===== src/rtl/bsa_pkg.sv =====
// Shared types and constants for the binned statistics accumulator.
`default_nettype none
package bsa_pkg;
  localparam logic [1:0] MODE_SUM  = 2'd0;
  localparam logic [1:0] MODE_AVG  = 2'd1;
  localparam logic [1:0] MODE_WAVG = 2'd2;
  localparam logic [1:0] MODE_LAST = 2'd3;

  localparam logic [1:0] ST_OK      = 2'd0;
  localparam logic [1:0] ST_IGNORED = 2'd1;
  localparam logic [1:0] ST_ZERODEN = 2'd2;

  // Register byte addresses
  localparam logic [1:0] REG_STAT_MODE = 2'd0;

  localparam int SUM_W = 64;
  localparam int DEN_W = 40;
  localparam logic [DEN_W-1:0] DEN_MAX = '1;

  // Result handed from the datapath to the output stage
  typedef struct packed {
    logic [31:0] stat;
    logic        seen;
    logic [1:0]  status;
  } bsa_res_t;
endpackage
`default_nettype wire


===== src/rtl/bsa_div.sv =====
// Sequential restoring divider: 64-bit magnitude by 40-bit divisor, one bit per cycle.
`default_nettype none
module bsa_div
  import bsa_pkg::*;
(
  input  wire logic             clk_i,
  input  wire logic             rst_ni,
  input  wire logic             start_i,
  input  wire logic [SUM_W-1:0] num_i,
  input  wire logic [DEN_W-1:0] den_i,
  output logic                  done_o,
  output logic [SUM_W-1:0]      quot_o
);
  logic [SUM_W-1:0] q_q, q_d;
  logic [DEN_W-1:0] r_q, r_d;
  logic [DEN_W-1:0] dv_q;
  logic [6:0]       cnt_q, cnt_d;
  logic             busy_q, busy_d, done_d;
  logic [DEN_W:0]   trial;

  // One quotient bit per step
  always_comb begin
    q_d = q_q; r_d = r_q; cnt_d = cnt_q; busy_d = busy_q; done_d = 1'b0;
    trial = '0;
    if (start_i) begin
      q_d = num_i; r_d = '0; cnt_d = 7'(SUM_W); busy_d = 1'b1;
    end else if (busy_q) begin
      trial = {r_q, q_q[SUM_W-1]};
      q_d = {q_q[SUM_W-2:0], 1'b0};
      if (trial >= {1'b0, dv_q}) begin
        r_d = DEN_W'(trial - {1'b0, dv_q});
        q_d[0] = 1'b1;
      end else begin
        r_d = trial[DEN_W-1:0];
      end
      cnt_d = cnt_q - 7'd1;
      if (cnt_q == 7'd1) begin
        busy_d = 1'b0; done_d = 1'b1;
      end
    end
  end

  always_ff @(posedge clk_i or negedge rst_ni) begin
    if (!rst_ni) begin
      busy_q <= 1'b0; cnt_q <= '0; done_o <= 1'b0;
    end else begin
      busy_q <= busy_d; cnt_q <= cnt_d; done_o <= done_d;
    end
  end

  always_ff @(posedge clk_i) begin
    q_q <= q_d; r_q <= r_d;
    if (start_i) dv_q <= den_i;
  end

  assign quot_o = q_q;
endmodule
`default_nettype wire


===== config.mk =====
export PLATFORM = sky130hd
export DESIGN_NAME = bsa_div
export DESIGN_NICKNAME = d
export VERILOG_FILES = /design/src/rtl/bsa_pkg.sv /design/src/rtl/bsa_div.sv
export SDC_FILE = /design/constraint.sdc
export NUM_CORES = 1
export LEC_CHECK = 0
export ABC_AREA = 1
export ABC_CLOCK_PERIOD_IN_PS = 5200
export BUFFER_PORTS_ARGS = -buffer_cell sky130_fd_sc_hd__buf_2
export CORE_MARGIN = 3
export CORE_UTILIZATION = 50
export DETAILED_ROUTE_END_ITERATION = 12
export PLACE_DENSITY = 0.79
export SYNTH_ARGS = -nofsm -noshare
export SYNTH_HDL_FRONTEND = slang
export SYNTH_SLANG_ARGS = --single-unit
export TNS_END_PERCENT = 5

===== constraint.sdc =====
create_clock -name clk_i -period 5.2 [get_ports clk_i]
set_clock_uncertainty 0.1 [all_clocks]
set_input_delay 1.04 -clock clk_i [delete_from_list [all_inputs] [get_ports clk_i]]
set_output_delay 1.04 -clock clk_i [all_outputs]
set_load 0.02 [all_outputs]

==> flow_summary.json <==
{
  "postRouteAntennaNets": 0,
  "worstPathBufferInverterCount": 1,
  "cts_buffer_depth": 2,
  "synth-edff-count": 104,
  "worstSetupEndpointType": "flop",
  "place_congestion": 0.9909,
  "crit_path_start": "dv_q[25]",
  "detailroute.via_count": 8767,
  "critical-path-max-stage-delay_ps": 810,
  "cell_accounting_for_the_most_synthesized_area": "sky130_fd_sc_hd__edfxtp_1",
  "path_cells": "inv_1 > ha_1 > nand2_1 > nor2_1 > nand2_1 > nor2_1 > nand3b_1 > nand2_2 > nor2_4 > nand2_4 > nand2_1 > nand3_1 > nand2_1",
  "drt_iter0_markers": 713,
  "routed-wl-met2_mm": 12.10,
  "post_synthesis_sequential_area_ratio": 0.4329,
  "insertion_delay_ps": 430,
  "synthDominantCellAreaShare": 0.3258,
  "cp_slowest_cell": "sky130_fd_sc_hd__nor2_4",
  "cell_with_the_most_instances_after_synthesis": "sky130_fd_sc_hd__nand2_1",
  "clock-root-buffer": "sky130_fd_sc_hd__clkbuf_16",
  "synth_nets": 1498,
  "postSynthRegisterBits": 153,
  "first_global_vias": 8250,
  "achievable-frequency_mhz": 313.9,
  "setup-violations-final": 0,
  "worst_slack_ps": 2014,
  "grt_first_pass_wirelength_mm": 40.88,
  "clock-sinks": 153,
  "top_fanout_value_on_the_critical_path": 42,
  "layout.nets": 1660,
  "ys_top_cells_by_count": "sky130_fd_sc_hd__nand2_1, sky130_fd_sc_hd__inv_1, sky130_fd_sc_hd__edfxtp_1",
  "die_h_um": 144.5,
  "final-hold-violation-count": 0,
  "postSynthCellCount": 1348,
  "pre_cts_slack_ps": 2027,
  "synth.cell_area_mm2": 0.009584,
  "die_width_um": 144.5,
  "grt_overflow_total": 0,
  "grt_max_degree": 56,
  "area_delta_synth_final_pct": 16.63,
  "pwr_density_cell_mw_per_mm2": 290.0,
  "antenna_cells_inserted": 0,
  "vdd.ir_drop.worst_uv": 232.3,
  "post_drt_via_cell_ratio": 4.990,
  "cts.reportedPaths.clkPinSlew_ps": 70,
  "unrepaired_setup_endpoints_after_global_routing": "false",
  "timing_worst_slew_pin_value_ps": 1047,
  "yosysWarnings": 0,
  "detailroute.wirelength.met3_mm": 1.828,
  "postSynthAreaPerCell_um2": 7.110,
  "place_hpwl_mm": 19.03,
  "total_power_mw": 3.242,
  "report.final.slew_viol_count": 0,
  "postCtsHoldBufs": 0,
  "worst_r2r_startpoint": "dv_q[25]",
  "cts_buffers": 17,
  "dieArea_mm2": 0.02087,
  "number_of_library_cell_types_mapped_by_synthesis": 39,
  "max_cap_violations": 0,
  "critPathTopFamily": "simple AND/OR/NAND/NOR gates",
  "min_period_over_period": 0.6126,
  "port-buffer-count": 171,
  "cts-htree-levels": 4,
  "worst-setup-path-type": "reg -> reg",
  "p_leak_nw": 6.117,
  "grt_usage": 0.2469,
  "drt_wl_total_mm": 25.32,
  "cts_post_setup_buffers_inserted": 0,
  "signal_arrival_time_at_the_worst_endpoint_ps": 3460,
  "wirelength_met1_mm": 11.00,
  "tritoncts_clock_tree": "done",
  "post_cts_resize_count": 0,
  "synth_async_sr_flop_share": 0.05882,
  "timing.hold.worst.class": "in -> async",
  "synth_ff_type": "sky130_fd_sc_hd__edfxtp_1",
  "fp-row-count": 50,
  "drive_above_1_share": 0.1497,
  "timing.hold.ws_ps": 359.7,
  "initial_utilization": 0.5107,
  "fin_setup_tns_ps": 0,
  "drt_pre_antenna_iters": 5,
  "highest-signal-layer": "met4",
  "timing.critical_path.mode_cell": "sky130_fd_sc_hd__nand2_1",
  "synth_area_leaders": "sky130_fd_sc_hd__edfxtp_1, sky130_fd_sc_hd__nand2_1, sky130_fd_sc_hd__inv_1",
  "layout_filler_cell_count": 1737,
  "antenna_found_initial": 0,
  "drcViolationCount": 0,
  "critical_path_start_type": "flop",
  "cp.required_ps": 5470,
  "timing.slew.headroom": 0.3004,
  "final_period_minus_worst_setup_slack_ps": 3186,
  "status": "complete, no violations",
  "drt-wirelength-per-cell_um": 14.41,
  "coreArea_mm2": 0.01877,
  "io_pins": 172
}
## worst register-to-register path, cell delays in order, from the launching register on
cell,delay (ps)
sky130_fd_sc_hd__edfxtp_1,380
sky130_fd_sc_hd__inv_1,80
sky130_fd_sc_hd__ha_1,280
sky130_fd_sc_hd__nand2_1,150
sky130_fd_sc_hd__nor2_1,90
sky130_fd_sc_hd__nand2_1,90
sky130_fd_sc_hd__nor2_1,70
sky130_fd_sc_hd__nand3b_1,110
sky130_fd_sc_hd__nand2_2,80
sky130_fd_sc_hd__nor2_4,810
sky130_fd_sc_hd__nand2_4,500
sky130_fd_sc_hd__nand2_1,230
sky130_fd_sc_hd__nand3_1,90
sky130_fd_sc_hd__nand2_1,70
## layout make-up
type                    count  area (um2)  area share
multi-input cells         934        4399      0.3936
clock buffers              17       425.4     0.03806
flip-flops and latches    153        4149      0.3712
inverters                 227       852.1     0.07623
clock inverters            15       156.4     0.01399
repair buffers            177       903.4     0.08081
well taps                 234       292.8     0.02619
## cell usage in the layout, fill, tap and decap left out, types with 2 or more instances in the layout
cell,synthesis,final
sky130_fd_sc_hd__o21ai_0,13,13
sky130_fd_sc_hd__dfrtp_1,9,9
sky130_fd_sc_hd__nor3_1,2,2
sky130_fd_sc_hd__o21ai_1,18,18
sky130_fd_sc_hd__inv_1,219,218
sky130_fd_sc_hd__ha_1,42,42
sky130_fd_sc_hd__a21o_1,2,2
sky130_fd_sc_hd__nand2_1,584,584
sky130_fd_sc_hd__xnor2_1,21,21
sky130_fd_sc_hd__o21bai_1,2,2
sky130_fd_sc_hd__inv_8,0,3
sky130_fd_sc_hd__inv_2,3,4
sky130_fd_sc_hd__dfxtp_1,40,40
sky130_fd_sc_hd__buf_2,5,170
sky130_fd_sc_hd__nor2_1,76,75
sky130_fd_sc_hd__a21oi_1,29,29
sky130_fd_sc_hd__clkbuf_16,0,17
sky130_fd_sc_hd__nor2_4,2,2
sky130_fd_sc_hd__nand4_1,4,4
sky130_fd_sc_hd__nand3_1,95,95
sky130_fd_sc_hd__a31oi_1,2,2
sky130_fd_sc_hd__and2_1,3,3
sky130_fd_sc_hd__nand2_2,2,2
sky130_fd_sc_hd__nand3b_1,20,20
sky130_fd_sc_hd__edfxtp_1,104,104
sky130_fd_sc_hd__buf_4,4,7
sky130_fd_sc_hd__clkinv_1,5,7
sky130_fd_sc_hd__inv_6,0,6
sky130_fd_sc_hd__nor2_2,4,5
sky130_fd_sc_hd__nand2_4,2,2
sky130_fd_sc_hd__nand3_2,2,2
## final timing paths
path,end,slack [ps],cells after the start
setup / recovery,r_q[22],2010,13
hold / removal,busy_q,360,1
setup reg to reg,r_q[22],2010,13
hold reg to reg,r_q[31],370,2
max in group asynchronous,cnt_q[3],4440,1
min in group clk_i,r_q[31],370,2
## report_power, final
group          internal [mW]  total, mW  switching (mW)
combinational          0.182      0.521           0.339
clock                  0.680       1.25           0.572
sequential              1.41       1.47          0.0578
total                   2.27       3.24           0.969
## flip-flops by register name (all words and copies together), names as in the netlist
| name | flops |
|---|---|
| quot_o | 64 |
| dv_q | 40 |
| r_q | 40 |
| cnt_q | 7 |
| busy_q | 1 |
| done_o | 1 |
## logic make-up (layout without fill, tap and decap cells)
logic type               after synthesis  in the layout  share of synthesized area
buffers and inverters                261            436                     0.1084
AND/OR/NAND/NOR                      799            799                     0.3424
AO/OA/AOI/OAI                         70             70                    0.03929
flip-flops                           153            153                     0.4329
adder cells (fa/ha/maj)               43             43                    0.05692
XOR/XNOR                              22             22                    0.02010
## through the flow
step | std cells | cell area (um2) | util
2_1_floorplan | 1348 | 9584 | -
3_3_place_gp | 1725 | 10600 | 0.5646
3_5_place_dp | 1725 | 10600 | 0.5646
4_1_cts | 1757 | 11180 | 0.5956
5_1_grt | 1757 | 11180 | 0.5956
6_report | 1757 | 11180 | 0.5956
## per-layer routing
layer	global-route usage	up-vias
met4	0.05842	0
met5	0	-
met1	0.3263	3932
met3	0.05522	27
met2	0.4150	306
li1	-	4502
Power figures use the tool's default switching activity.
